<file path="src/hdl/sslte_pkg.sv">
// ----------------------------------------------------------------------------
// sslte_pkg: shared types and constants for the servo slew limiter
// Item, frame, queue entry and configuration structs, state and code enums.
// ----------------------------------------------------------------------------
package sslte_pkg;

    typedef struct packed {
        logic               func;
        logic [1:0]         servo_index;
        logic signed [15:0] angle;
        logic [31:0]        now_us;
    } item_t;

    typedef struct packed {
        logic [3:0] high_bits;
        logic [7:0] slot0_low;
        logic [7:0] slot1_low;
        logic [7:0] slot2_low;
        logic [7:0] slot3_low;
    } frame_t;

    typedef enum logic {
        FUNC_SET  = 1'b0,
        FUNC_TICK = 1'b1
    } func_t;

    typedef enum logic {
        OP_SET  = 1'b0,
        OP_TICK = 1'b1
    } op_t;

    typedef struct packed {
        op_t                op;
        logic [1:0]         servo_index;
        logic signed [15:0] angle;
        logic [31:0]        now_us;
    } q_entry_t;

    typedef struct packed {
        logic signed [13:0] angle_min;
        logic [12:0]        angle_max;
        logic [15:0]        slew_rate;
        logic               slew_enable;
        logic [23:0]        elapsed_cap_us;
        logic [7:0]         slot_map;
        logic [3:0]         orient_reverse;
        logic [63:0]        middle_offsets;
    } cfg_t;

    typedef enum logic [2:0] {
        CFG_ANGLE_MIN      = 3'd0,
        CFG_ANGLE_MAX      = 3'd1,
        CFG_SLEW_RATE      = 3'd2,
        CFG_SLEW_ENABLE    = 3'd3,
        CFG_ELAPSED_CAP_US = 3'd4,
        CFG_SLOT_MAP       = 3'd5,
        CFG_ORIENT_REVERSE = 3'd6,
        CFG_MIDDLE_OFFSETS = 3'd7
    } cfg_index_t;

    typedef enum logic [2:0] {
        ST_IDLE,
        ST_LOAD,
        ST_MUL,
        ST_DIV,
        ST_APPLY,
        ST_ENC,
        ST_STORE,
        ST_EMIT
    } state_t;

    localparam int SLOTS        = 4;
    localparam int FIFO_DEPTH   = 2;
    localparam int QUO_W        = 17;
    localparam int PROD_W       = 40;
    localparam int DIV_PRE      = 6;
    localparam int SAT_BIT      = 36;
    localparam int RECIP_W      = 31;
    localparam int RECIP_SHIFT  = 44;
    localparam int RECIP_PROD_W = 61;

    localparam logic [PROD_W-1:0]  US_PER_S   = 40'd1000000;
    localparam logic [RECIP_W-1:0] DIV_RECIP  = 31'd1125899907;
    localparam logic [QUO_W-1:0]   QUO_SAT    = 17'h1FFFF;
    localparam logic signed [24:0] TICK_GAIN = 25'sd8344303;
    localparam logic signed [43:0] TICK_BIAS = 44'sd68719476736;
    localparam logic [8:0]        TICK_MID   = 9'd256;
    localparam logic [8:0]        TICK_MAX   = 9'd511;

    localparam logic signed [13:0] RST_ANGLE_MIN   = -14'sd3217;
    localparam logic [12:0]        RST_ANGLE_MAX   = 13'd3217;
    localparam logic [15:0]        RST_SLEW_RATE   = 16'd23827;
    localparam logic [23:0]        RST_ELAPSED_CAP = 24'd270030;
    localparam logic [7:0]         RST_SLOT_MAP    = 8'd228;

endpackage

</file>
<file path="src/hdl/sslte_front.sv">
// ----------------------------------------------------------------------------
// sslte_front: item intake and classification
// Accepts input beats, drops sets to absent servos, holds one entry for the queue.
// ----------------------------------------------------------------------------
module sslte_front #(
    parameter int SERVO_COUNT = 4
) (
    input  logic                clk,
    input  logic                rst_n,
    input  logic                item_valid,
    output logic                item_ready,
    input  sslte_pkg::item_t    item_data,
    output logic                push_valid,
    input  logic                push_ready,
    output sslte_pkg::q_entry_t push_entry
);
    import sslte_pkg::*;

    logic     hold_valid_reg;
    logic     hold_valid_next;
    q_entry_t hold_reg;
    q_entry_t entry;
    logic     keep;

    always_comb
    begin
        entry.op          = (item_data.func == FUNC_TICK) ? OP_TICK : OP_SET;
        entry.servo_index = item_data.servo_index;
        entry.angle       = item_data.angle;
        entry.now_us      = item_data.now_us;
        keep = (item_data.func == FUNC_TICK) ||
               ({1'b0, item_data.servo_index} < 3'(SERVO_COUNT));
    end

    assign item_ready = !hold_valid_reg || push_ready;
    assign push_valid = hold_valid_reg;
    assign push_entry = hold_reg;

    always_comb
    begin
        hold_valid_next = hold_valid_reg;
        if (push_ready)
        begin
            hold_valid_next = 1'b0;
        end
        if (item_valid && item_ready)
        begin
            hold_valid_next = keep;
        end
    end

    always_ff @(posedge clk or negedge rst_n)
    begin
        if (!rst_n)
        begin
            hold_valid_reg <= 1'b0;
        end
        else
        begin
            hold_valid_reg <= hold_valid_next;
        end
    end

    always_ff @(posedge clk)
    begin
        if (item_valid && item_ready)
        begin
            hold_reg <= entry;
        end
    end

endmodule

</file>
<file path="src/hdl/sslte_fifo.sv">
// ----------------------------------------------------------------------------
// sslte_fifo: short queue between front and back
// Two-entry first-in first-out store of classified entries.
// ----------------------------------------------------------------------------
module sslte_fifo (
    input  logic                clk,
    input  logic                rst_n,
    input  logic                push_valid,
    output logic                push_ready,
    input  sslte_pkg::q_entry_t push_entry,
    output logic                pop_valid,
    input  logic                pop,
    output sslte_pkg::q_entry_t pop_entry
);
    import sslte_pkg::*;

    localparam int PTR_W = $clog2(FIFO_DEPTH);

    q_entry_t         mem_reg [FIFO_DEPTH];
    logic [PTR_W-1:0] wr_ptr_reg;
    logic [PTR_W-1:0] rd_ptr_reg;
    logic [PTR_W:0]   count_reg;
    logic             do_push;
    logic             do_pop;

    assign push_ready = (count_reg != (PTR_W + 1)'(FIFO_DEPTH));
    assign pop_valid  = (count_reg != '0);
    assign pop_entry  = mem_reg[rd_ptr_reg];
    assign do_push    = push_valid && push_ready;
    assign do_pop     = pop && pop_valid;

    always_ff @(posedge clk or negedge rst_n)
    begin
        if (!rst_n)
        begin
            wr_ptr_reg <= '0;
            rd_ptr_reg <= '0;
            count_reg  <= '0;
        end
        else
        begin
            if (do_push)
            begin
                wr_ptr_reg <= wr_ptr_reg + 1'b1;
            end
            if (do_pop)
            begin
                rd_ptr_reg <= rd_ptr_reg + 1'b1;
            end
            if (do_push && !do_pop)
            begin
                count_reg <= count_reg + 1'b1;
            end
            else if (do_pop && !do_push)
            begin
                count_reg <= count_reg - 1'b1;
            end
        end
    end

    always_ff @(posedge clk)
    begin
        if (do_push)
        begin
            mem_reg[wr_ptr_reg] <= push_entry;
        end
    end

endmodule

</file>
<file path="src/hdl/sslte_back.sv">
// ----------------------------------------------------------------------------
// sslte_back: slot sequencer and tick encoder
// Applies set entries; for tick entries walks the four slots through slew
// multiply, reciprocal divide by one million, clamp, encode, and emits a frame.
// ----------------------------------------------------------------------------
module sslte_back #(
    parameter int SERVO_COUNT = 4
) (
    input  logic                clk,
    input  logic                rst_n,
    input  sslte_pkg::cfg_t     cfg,
    input  logic                q_valid,
    input  sslte_pkg::q_entry_t q_entry,
    output logic                q_pop,
    output logic                frame_valid,
    input  logic                frame_ready,
    output sslte_pkg::frame_t   frame_data
);
    import sslte_pkg::*;

    localparam int IDX_W = (SERVO_COUNT > 1) ? $clog2(SERVO_COUNT) : 1;

    state_t state_reg;
    state_t state_next;

    logic signed [15:0] req_reg      [SERVO_COUNT];
    logic signed [15:0] last_cmd_reg [SERVO_COUNT];
    logic [31:0]        last_time_reg[SERVO_COUNT];

    logic [1:0]          slot_reg;
    logic [IDX_W-1:0]    nr_reg;
    logic [31:0]         now_reg;
    logic signed [15:0]  v_reg;
    logic signed [15:0]  last_reg;
    logic [23:0]         elc_reg;
    logic                lim_reg;
    logic [PROD_W-1:0]   rem_reg;
    logic [QUO_W-1:0]    quo_reg;
    logic signed [17:0]  s_reg;
    logic signed [42:0]  enc_reg;
    logic [8:0]          tick_reg [SLOTS];
    logic                frame_valid_reg;
    frame_t              frame_reg;

    logic [1:0]              nr_full;
    logic                    mapped;
    logic [IDX_W-1:0]        nr_idx;
    logic [31:0]             el;
    logic [23:0]             elc;
    logic [RECIP_PROD_W-1:0] rec_prod;
    logic [QUO_W-1:0]        quo_val;
    logic signed [22:0]  v_e;
    logic signed [22:0]  last_e;
    logic signed [22:0]  delta_e;
    logic signed [22:0]  lim_v;
    logic signed [22:0]  clamp_v;
    logic signed [22:0]  min_e;
    logic signed [22:0]  max_e;
    logic signed [15:0]  mid;
    logic signed [17:0]  s_sum;
    logic signed [17:0]  s_val;
    logic signed [43:0]  t_val;
    logic [8:0]          tick_val;
    logic                emit_ok;

    always_comb
    begin
        nr_full  = cfg.slot_map[2*slot_reg +: 2];
        mapped   = ({1'b0, nr_full} < 3'(SERVO_COUNT));
        nr_idx   = nr_full[IDX_W-1:0];
        el       = now_reg - last_time_reg[nr_idx];
        elc      = (el > {8'd0, cfg.elapsed_cap_us}) ? cfg.elapsed_cap_us : el[23:0];
        rec_prod = RECIP_PROD_W'(rem_reg[SAT_BIT-1:DIV_PRE]) * RECIP_PROD_W'(DIV_RECIP);
        quo_val  = (rem_reg[PROD_W-1:SAT_BIT] != '0) ? QUO_SAT :
                   rec_prod[RECIP_SHIFT +: QUO_W];
    end

    always_comb
    begin
        v_e     = {{7{v_reg[15]}}, v_reg};
        last_e  = {{7{last_reg[15]}}, last_reg};
        delta_e = {6'd0, quo_reg};
        min_e   = {{9{cfg.angle_min[13]}}, cfg.angle_min};
        max_e   = {10'd0, cfg.angle_max};
        lim_v   = v_e;
        if (lim_reg)
        begin
            if (v_e - last_e >= 0)
            begin
                if (v_e > last_e + delta_e)
                begin
                    lim_v = last_e + delta_e;
                end
            end
            else
            begin
                if (v_e < last_e - delta_e)
                begin
                    lim_v = last_e - delta_e;
                end
            end
        end
        clamp_v = lim_v;
        if (clamp_v < min_e)
        begin
            clamp_v = min_e;
        end
        if (clamp_v > max_e)
        begin
            clamp_v = max_e;
        end
        mid   = cfg.middle_offsets[16*nr_reg +: 16];
        s_sum = {{2{clamp_v[15]}}, clamp_v[15:0]} + {{2{mid[15]}}, mid};
        s_val = cfg.orient_reverse[nr_reg] ? -s_sum : s_sum;
    end

    always_comb
    begin
        t_val = {enc_reg[42], enc_reg} + TICK_BIAS;
        if (t_val[43])
        begin
            tick_val = '0;
        end
        else if (t_val[43:28] > 16'(TICK_MAX))
        begin
            tick_val = TICK_MAX;
        end
        else
        begin
            tick_val = t_val[36:28];
        end
    end

    assign emit_ok     = !frame_valid_reg || frame_ready;
    assign frame_valid = frame_valid_reg;
    assign frame_data  = frame_reg;

    always_comb
    begin
        state_next = state_reg;
        q_pop      = 1'b0;
        case (state_reg)
            ST_IDLE:
            begin
                if (q_valid)
                begin
                    q_pop = 1'b1;
                    if (q_entry.op == OP_TICK)
                    begin
                        state_next = ST_LOAD;
                    end
                end
            end
            ST_LOAD:
            begin
                if (!mapped)
                begin
                    state_next = (slot_reg == 2'(SLOTS - 1)) ? ST_EMIT : ST_LOAD;
                end
                else if (cfg.slew_enable && (el != 32'd0))
                begin
                    state_next = ST_MUL;
                end
                else
                begin
                    state_next = ST_APPLY;
                end
            end
            ST_MUL:
            begin
                state_next = ST_DIV;
            end
            ST_DIV:
            begin
                state_next = ST_APPLY;
            end
            ST_APPLY:
            begin
                state_next = ST_ENC;
            end
            ST_ENC:
            begin
                state_next = ST_STORE;
            end
            ST_STORE:
            begin
                state_next = (slot_reg == 2'(SLOTS - 1)) ? ST_EMIT : ST_LOAD;
            end
            ST_EMIT:
            begin
                if (emit_ok)
                begin
                    state_next = ST_IDLE;
                end
            end
            default:
            begin
                state_next = ST_IDLE;
            end
        endcase
    end

    always_ff @(posedge clk or negedge rst_n)
    begin
        if (!rst_n)
        begin
            state_reg <= ST_IDLE;
        end
        else
        begin
            state_reg <= state_next;
        end
    end

    always_ff @(posedge clk or negedge rst_n)
    begin
        if (!rst_n)
        begin
            frame_valid_reg <= 1'b0;
            for (int i = 0; i < SERVO_COUNT; i++)
            begin
                req_reg[i]       <= '0;
                last_cmd_reg[i]  <= '0;
                last_time_reg[i] <= '0;
            end
        end
        else
        begin
            if ((state_reg == ST_EMIT) && emit_ok)
            begin
                frame_valid_reg <= 1'b1;
            end
            else if (frame_valid_reg && frame_ready)
            begin
                frame_valid_reg <= 1'b0;
            end
            case (state_reg)
                ST_IDLE:
                begin
                    if (q_valid && (q_entry.op == OP_SET))
                    begin
                        req_reg[q_entry.servo_index[IDX_W-1:0]] <= q_entry.angle;
                    end
                end
                ST_APPLY:
                begin
                    last_cmd_reg[nr_reg]  <= clamp_v[15:0];
                    last_time_reg[nr_reg] <= now_reg;
                end
                default:
                begin
                end
            endcase
        end
    end

    always_ff @(posedge clk)
    begin
        case (state_reg)
            ST_IDLE:
            begin
                now_reg  <= q_entry.now_us;
                slot_reg <= '0;
            end
            ST_LOAD:
            begin
                nr_reg   <= nr_idx;
                v_reg    <= req_reg[nr_idx];
                last_reg <= last_cmd_reg[nr_idx];
                elc_reg  <= elc;
                lim_reg  <= cfg.slew_enable && (el != 32'd0);
                if (!mapped)
                begin
                    tick_reg[slot_reg] <= TICK_MID;
                    slot_reg           <= slot_reg + 1'b1;
                end
            end
            ST_MUL:
            begin
                rem_reg <= PROD_W'(cfg.slew_rate) * PROD_W'(elc_reg);
            end
            ST_DIV:
            begin
                quo_reg <= quo_val;
            end
            ST_APPLY:
            begin
                s_reg <= s_val;
            end
            ST_ENC:
            begin
                enc_reg <= s_reg * TICK_GAIN;
            end
            ST_STORE:
            begin
                tick_reg[slot_reg] <= tick_val;
                slot_reg           <= slot_reg + 1'b1;
            end
            ST_EMIT:
            begin
                if (emit_ok)
                begin
                    frame_reg.high_bits <= {tick_reg[3][8], tick_reg[2][8],
                                            tick_reg[1][8], tick_reg[0][8]};
                    frame_reg.slot0_low <= tick_reg[0][7:0];
                    frame_reg.slot1_low <= tick_reg[1][7:0];
                    frame_reg.slot2_low <= tick_reg[2][7:0];
                    frame_reg.slot3_low <= tick_reg[3][7:0];
                end
            end
            default:
            begin
            end
        endcase
    end

endmodule

</file>
<file path="src/hdl/servo_slew_limit_tick_encoder_top.sv">
// ----------------------------------------------------------------------------
// servo_slew_limit_tick_encoder_top: four-slot servo slew limiter and encoder
// Holds the configuration bank and joins front, queue and back.
// ----------------------------------------------------------------------------
//  channel   signals                          beat moves
//  item      item_valid/item_ready/item_data  set or tick item
//  frame     frame_valid/frame_ready/frame_data  five-field servo frame
//  config    cfg_we/cfg_index/cfg_data         one register write, no wait
//
//  A set item is applied in the back's idle step. A tick item walks the slots:
//  an unmapped slot takes only the load step, an unlimited one goes through
//  load, apply, encode and store, and a limited slot adds multiply and divide
//  steps that form the rate product and its reciprocal divide by one million.
//  The front and the two-entry queue keep taking items while the back works.
//  Reset clears all servo state and loads the register defaults.
//  A stalled frame holds the back in its emit step until the beat is taken.
// ----------------------------------------------------------------------------
module servo_slew_limit_tick_encoder_top #(
    parameter int SERVO_COUNT = 4
) (
    input  logic              clk,
    input  logic              rst_n,
    input  logic              item_valid,
    output logic              item_ready,
    input  sslte_pkg::item_t  item_data,
    output logic              frame_valid,
    input  logic              frame_ready,
    output sslte_pkg::frame_t frame_data,
    input  logic              cfg_we,
    input  logic [2:0]        cfg_index,
    input  logic [63:0]       cfg_data
);
    import sslte_pkg::*;

    cfg_t     cfg_reg;
    logic     push_valid;
    logic     push_ready;
    q_entry_t push_entry;
    logic     pop_valid;
    logic     pop;
    q_entry_t pop_entry;

    always_ff @(posedge clk or negedge rst_n)
    begin
        if (!rst_n)
        begin
            cfg_reg.angle_min      <= RST_ANGLE_MIN;
            cfg_reg.angle_max      <= RST_ANGLE_MAX;
            cfg_reg.slew_rate      <= RST_SLEW_RATE;
            cfg_reg.slew_enable    <= 1'b0;
            cfg_reg.elapsed_cap_us <= RST_ELAPSED_CAP;
            cfg_reg.slot_map       <= RST_SLOT_MAP;
            cfg_reg.orient_reverse <= '0;
            cfg_reg.middle_offsets <= '0;
        end
        else if (cfg_we)
        begin
            case (cfg_index)
                CFG_ANGLE_MIN:      cfg_reg.angle_min      <= cfg_data[13:0];
                CFG_ANGLE_MAX:      cfg_reg.angle_max      <= cfg_data[12:0];
                CFG_SLEW_RATE:      cfg_reg.slew_rate      <= cfg_data[15:0];
                CFG_SLEW_ENABLE:    cfg_reg.slew_enable    <= cfg_data[0];
                CFG_ELAPSED_CAP_US: cfg_reg.elapsed_cap_us <= cfg_data[23:0];
                CFG_SLOT_MAP:       cfg_reg.slot_map       <= cfg_data[7:0];
                CFG_ORIENT_REVERSE: cfg_reg.orient_reverse <= cfg_data[3:0];
                CFG_MIDDLE_OFFSETS: cfg_reg.middle_offsets <= cfg_data;
                default:
                begin
                end
            endcase
        end
    end

    sslte_front #(
        .SERVO_COUNT(SERVO_COUNT)
    ) u_front (
        .clk        (clk),
        .rst_n      (rst_n),
        .item_valid (item_valid),
        .item_ready (item_ready),
        .item_data  (item_data),
        .push_valid (push_valid),
        .push_ready (push_ready),
        .push_entry (push_entry)
    );

    sslte_fifo u_fifo (
        .clk        (clk),
        .rst_n      (rst_n),
        .push_valid (push_valid),
        .push_ready (push_ready),
        .push_entry (push_entry),
        .pop_valid  (pop_valid),
        .pop        (pop),
        .pop_entry  (pop_entry)
    );

    sslte_back #(
        .SERVO_COUNT(SERVO_COUNT)
    ) u_back (
        .clk         (clk),
        .rst_n       (rst_n),
        .cfg         (cfg_reg),
        .q_valid     (pop_valid),
        .q_entry     (pop_entry),
        .q_pop       (pop),
        .frame_valid (frame_valid),
        .frame_ready (frame_ready),
        .frame_data  (frame_data)
    );

endmodule

</file>
<file path="config.mk">
export PLATFORM = sky130hd
export DESIGN_NAME = servo_slew_limit_tick_encoder_top
export DESIGN_NICKNAME = d
export VERILOG_FILES = /design/src/hdl/sslte_pkg.sv /design/src/hdl/sslte_front.sv /design/src/hdl/sslte_fifo.sv /design/src/hdl/sslte_back.sv /design/src/hdl/servo_slew_limit_tick_encoder_top.sv
export SDC_FILE = /design/constraint.sdc
export NUM_CORES = 2
export LEC_CHECK = 0
export BUFFER_PORTS_ARGS = -buffer_cell sky130_fd_sc_hd__buf_2
export CAP_MARGIN = 20
export CORE_MARGIN = 8
export CORE_UTILIZATION = 50
export CTS_CLUSTER_DIAMETER = 120
export DETAILED_ROUTE_END_ITERATION = 7
export GPL_ROUTABILITY_DRIVEN = 0
export PLACE_DENSITY = 0.66
export SLEW_MARGIN = 20
export SYNTH_ARGS = -nofsm -noshare
export SYNTH_HDL_FRONTEND = slang
export SYNTH_SLANG_ARGS = --single-unit
</file>
<file path="constraint.sdc">
create_clock -name clk -period 17.06 [get_ports clk]
set_clock_uncertainty 0.05 [all_clocks]
set_input_delay 4.265 -clock clk [delete_from_list [all_inputs] [get_ports clk]]
set_output_delay 4.265 -clock clk [all_outputs]
set_load 0.03 [all_outputs]
</file>
# Word-level counts from Yosys, hierarchy flattened
# Memories as Yosys holds them, arrays and structs flattened. A register that Yosys moved wholly into a read port is not among the register bits.
# Cells that the tools add are included.
# totals
elab_cells	183
regBits	670
mem_bits_ro	0
n_memories	2
in_bits	123
latch_bits	0
ram_bits	138
# op_classes
shifts	2
muxes	50
n_eq_ne	19
mul	3
add_sub_neg	12
n_reduce_logical	37
magnitude_cmp	13
div	0
n_bitwise	4
# mem_list
memory	words	width	read_ports	rd_ports_with_merged_regs	wr	line_no	rtl
u_fifo.mem_reg	2	51	1	0	1	sslte_fifo.sv:19	q_entry_t mem_reg [FIFO_DEPTH];
u_back.tick_reg	4	9	4	4	1	sslte_back.sv:41	logic [8:0] tick_reg [SLOTS];
# ops
cell	n
128-bit bitwise mux	1
64-bit bitwise mux	2
23-bit two-way mux	5
16-bit two-way mux	7
32-bit two-way mux	3
16-bit binary-select mux with 2-bit select	2
32-bit binary-select mux with 2-bit select	1
16-bit demux with 2-bit select	2
32-bit demux with 2-bit select	1
64-bit by 7-bit variable part select with 16-bit output	1
30-bit by 31-bit multiplier with 61-bit output (second input constant)	1
42-bit by 38-bit adder with 43-bit output (second input constant)	1
18-bit by 24-bit multiplier with 42-bit output (second input constant)	1
16-bit by 24-bit multiplier with 40-bit output	1
32-bit by 1-bit >= comparator with 1-bit output (second input constant)	1
32-bit by 24-bit greater-than comparator with 1-bit output	1
32-bit nonzero test	1
32-bit subtractor	1
3-bit == test (second input constant)	8
24-bit two-way mux	1
3-bit case mux with 8 select lines	1
23-bit by 14-bit greater-than comparator with 1-bit output	1
23-bit by 14-bit less-than comparator with 1-bit output	1
2-bit AND reduction	10
other kinds (36)	85

# Logic depth before layout (Yosys ltp)
# logic_depth
ltp_word	12
ltp_mapped	57
depth_no_buf	55

# Hierarchy
# Synthesis repeated with hierarchy kept, for this count alone.
# unflattened
cells_unflattened	6119
area_unflattened_um2	71645.0
# modules_own_cells
module	area_each_um2	cells_each	n_inst	seq_area_each_um2
sslte_back	60341.6	5574	1	13953.4
servo_slew_limit_tick_encoder_top	5591.6	313	1	3649.8
sslte_fifo	4126.5	177	1	3163.0
sslte_front	1585.3	55	1	1556.5

# Worst setup path before layout
# Ideal clock, no wire load.
# synth_path
kind	reg-to-reg
from	reg u_back.last_reg[2]
to	reg u_back.s_reg[16], data pin
path_stages_with_launch	56
slack_ns	5.132
setup_time_ns	0.264
t_required_ns	16.746
arrival_time_ns	11.614
path_buffers	4
synth_period_minus_slack_ns	11.928
path_cell_list	edfxtp_1 -> ha_1 -> clkbuf_1 -> nor2_1 -> o311a_1 -> o211ai_1 -> nand4_1 -> a41o_1 -> xnor2_1 -> inv_1 -> ha_1 -> nand4_1 -> nor3_1 -> a21boi_1 -> a22oi_1 -> nor4_2 -> nor2_1 -> a22oi_1 -> [20 not listed] -> and2_1 -> clkbuf_1 -> nor2_1 -> a21oi_1 -> ha_1 -> inv_1 -> fa_1 -> nor2b_1 -> o21ai_0 -> a21boi_0 -> o221ai_1 -> a21o_1 -> o311a_1 -> a21oi_1 -> o21a_1 -> o211ai_1 -> o31ai_1 -> xnor2_1
# synth_via
elab_chain_len	12
elab_cells_between_ends	17
# synth_lines
item	line_no	rtl
from (decl)	sslte_back.sv:34	logic signed [15:0] last_reg;
from (signal assigned)	sslte_back.sv:269	last_reg <= last_cmd_reg[nr_idx];
16-bit by 18-bit subtractor with 19-bit output or 16-bit by 18-bit adder with 19-bit output (tied branches)	n/a	
16-bit by 19-bit less-than comparator with 1-bit output or 16-bit by 19-bit greater-than comparator with 1-bit output (tied branches)	sslte_back.sv:97, sslte_back.sv:90	
23-bit two-way mux, on equally long branches	sslte_back.sv:97, sslte_back.sv:90	
23-bit two-way mux *	sslte_back.sv:88	if (v_e - last_e >= 0)
23-bit two-way mux *	sslte_back.sv:86	if (lim_reg)
23-bit by 14-bit less-than comparator with 1-bit output	sslte_back.sv:104	if (clamp_v < min_e)
23-bit two-way mux *	sslte_back.sv:104	
23-bit by 14-bit greater-than comparator with 1-bit output	sslte_back.sv:108	if (clamp_v > max_e)
16-bit two-way mux *	sslte_back.sv:108	
via u_back.clamp_v[0]	sslte_back.sv:56	logic signed [22:0] clamp_v;
16-bit by 16-bit adder with 17-bit output *	sslte_back.sv:113	s_sum = {{2{clamp_v[15]}}, clamp_v[15:0]} + {{2{mid[15]}}, mid};
18-bit negator	sslte_back.sv:114	s_val = cfg.orient_reverse[nr_reg] ? -s_sum : s_sum;
18-bit two-way mux *	sslte_back.sv:114	
via u_back.s_val[16]	sslte_back.sv:61	logic signed [17:0] s_val;
to (signal assigned)	sslte_back.sv:288	s_reg <= s_val;
to (decl)	sslte_back.sv:39	logic signed [17:0] s_reg;
# Mark *: on every way through the listed nets, which the timed path passes. The rest lies on a longest branch.
# A chain may end at the register's enable or synchronous reset.

# Final worst setup path
# layout_path
from	reg u_back.last_reg[2]
to	reg u_back.s_reg[16], data pin
# layout_via
elab_chain_len	12
elab_cells_between_ends	17
# layout_lines
item	line_no
16-bit by 18-bit subtractor with 19-bit output or 16-bit by 18-bit adder with 19-bit output (tied branches)	n/a
16-bit by 19-bit less-than comparator with 1-bit output or 16-bit by 19-bit greater-than comparator with 1-bit output (tied branches)	sslte_back.sv:97, sslte_back.sv:90
23-bit two-way mux, on equally long branches	sslte_back.sv:97, sslte_back.sv:90
23-bit two-way mux *	sslte_back.sv:88
23-bit two-way mux *	sslte_back.sv:86
23-bit by 14-bit less-than comparator with 1-bit output	sslte_back.sv:104
23-bit two-way mux *	sslte_back.sv:104
23-bit by 14-bit greater-than comparator with 1-bit output	sslte_back.sv:108
16-bit two-way mux *	sslte_back.sv:108
16-bit by 16-bit adder with 17-bit output *	sslte_back.sv:113
18-bit negator	sslte_back.sv:114
18-bit two-way mux *	sslte_back.sv:114
via u_back.s_val[16]	sslte_back.sv:61
# Marked as above.

==> results.ini <==
[synthesis]
synth_fa_ha_area_share_pct = 36.66
synth-compound-area-share_pct = 7.742
synth_edf_count = 401
async_flop_share_pct = 50.49
synthFlopType = edfxtp_1
yosysSeqAreaShare_pct = 31.43
synthSimpleGateAreaFrac_pct = 9.638
synth-seq-cells = 810
yosysWarningCount = 0
avgSynthCellArea_um2 = 10.76
synth_xor_area_share_pct = 1.652
syn-num-nets = 8324
syn-cell-area_um2 = 71030
synthMuxAreaShare_pct = 5.563
synth_top_family_by_area = adder cells
synth_cell_types = 90
netlist_instances = 6599

[detailed_routing]
viasPerCell = 5.590
dr_wl_met3_um = 13910
ant_nets = 0
vias = 48401
dr_wl_met2_um = 83540
drtPass1Iterations = 6
routedWlPerCell_um = 21.03
drc = 0
routed_wl_um = 182100
dr.max_layer_used = met5
drtIter0Drc = 3655
wl_met1_um = 78280

[grt]
grt_max_degree = 85
grt_remaining_overflow = 0
grt_pass1_wl_um = 288100
grt_pass1_vias = 50439
antenna_found_initial = 8
track_usage_pct = 23.91

[floorplanning]
die_x_um = 392.9
placementRows = 138
core-area_um2 = 141200
die_h_um = 392.9
dieArea_um2 = 154400
io_pins = 161
start_util_pct = 50.29

[worst_setup_path]
path_class = flop to flop
end_kind = flop
r2r_setup_slack_ps = 2430
path_max_fanout = 20
critPathSlowestCell = nor4_2
worst_setup_path_start_kind = flop
required_ps = 17430
worstPathArrival_ps = 15000
max_stage_delay_ps = 800

[clock_network]
cts-buffers-inserted = 86
cts_tree = done
cts_setup_buffers = 0
clockBufferDepth = 3
ctsHoldBuffers = 0
clkSlewWorstSetupHoldPaths_ps = 60
clk_latency_ps = 710
cts-root-buf = clkbuf_16
cts_max_level = 3
ctsResizeCount = 0
cts_sinks = 810

[worst_hold_path]
hold_path_class = flop to flop

[timing]
finalCriticalPeriod_ps = 14630
hold_slack_ps = 364.9
finalSetupViolations = 0
period_share_pct = 85.73
maxSlewViolCount = 0
tns_ps = 0
rsz0062_at_grt = false
worst_slew_pin_slew_ps = 1180
finalHoldViolations = 0
fmax_mhz = 68.37
slew_headroom_pct = 21.34

[cells_and_area]
seqCellArea_um2 = 22320
stdcell_area_um2 = 76810
drive_gt1_share_pct = 9.737
largest_reg_flops = 144
layout.nets = 8419
fin_util_pct = 54.38
multiInputGateArea_um2 = 43620
area_delta_synth_final_pct = 8.140
fillers = 12388

[placed_design]
hpwl_um = 143600
dpl_cell_area_um2 = 73900
io_buffers = 160

[outcome]
outcome = completed

[run]
maxCapViolCount = 0

-- final cells by class --
| type | instances | share of cell area, % |
|---|---|---|
| antenna | 1 | 0.003258 |
| clock buffer | 112 | 2.955 |
| clock inverter | 50 | 0.8194 |
| inverter | 1183 | 5.781 |
| multi-input combinational | 4407 | 56.79 |
| sequential | 810 | 29.06 |
| tap | 1890 | 3.079 |
| timing repair buffer | 206 | 1.510 |
-- critical path, delay by kind of cell, from the launching register on --
family,cells,cell delay (ps)
compound gates,25,6340
simple gates,14,4790
fa+ha+maj,5,2290
flops,1,410
xor+xnor,2,370
buf+inv,1,90
-- path summary, 6_finish.rpt --
| kind | start | cells past startpoint | end |
|---|---|---|---|
| hold reg to reg | u_back.tick_reg[1][5] | 0 | frame_data[21] |
| min in group asynchronous | rst_n | 1 | u_back.req_reg[22] |
| hold / removal | u_back.tick_reg[1][5] | 0 | frame_data[21] |
| setup / recovery | u_back.last_reg[2] | 47 | u_back.s_reg[16] |
| max in group asynchronous | rst_n | 3 | u_back.last_time_reg[117] |
| setup reg to reg | u_back.last_reg[2] | 47 | u_back.s_reg[16] |
-- Yosys cell counts (82+ instances only) --
cell,instances,area share [%]
a21o_1,88,0.93
a21oi_1,248,1.7
and2_1,130,1.1
clkbuf_1,178,0.94
dfrtp_1,372,13
edfxtp_1,401,17
fa_1,798,22
ha_1,804,14
inv_1,1180,6.2
mux2_2,155,2.5
mux4_2,82,2.6
nand2_1,853,4.5
nor2_1,225,1.2
o21ai_0,186,1.3
xnor2_1,94,1.2
-- layer usage --
metal | track usage (%) | up-vias
met2 | 38.43 | 1762
li1 | - | 21964
met3 | 4.481 | 319
met1 | 33.00 | 24354
met5 | 0 | -
met4 | 7.643 | 2
-- cell families (layout without fill, tap and decap cells) --
logic type | Yosys count | after routing
AOI/OAI and AO/OA | 869 | 869
xor gates and xnor gates | 134 | 134
adders and majority gates | 1602 | 1602
buffers and inverters | 1382 | 1551
DFF | 810 | 810
muxes | 272 | 272
other | 0 | 1
and+or+nand+nor | 1530 | 1530
-- through the flow --
step	setup slack, ps	std cells
6_report	2434	8659
5_1_grt	1642	8659
4_1_cts	2807	8658
3_5_place_dp	2912	8496
3_3_place_gp	3270	8496
2_1_floorplan	5132	6599
-- placed cells by master, fill, tap and decap left out, types with 86 or more instances in the layout --
cell type / count
a21o_1: 88
a21oi_1: 248
and2_1: 129
buf_2: 159
clkbuf_16: 86
dfrtp_1: 371
edfxtp_1: 401
fa_1: 798
ha_1: 804
inv_1: 1180
mux2_2: 155
nand2_1: 852
nor2_1: 218
o21ai_0: 185
xnor2_1: 94
Power is left out: the tool's default activity adds up to more than one toggle a clock period on the data nets, which glitch-free logic cannot reach.
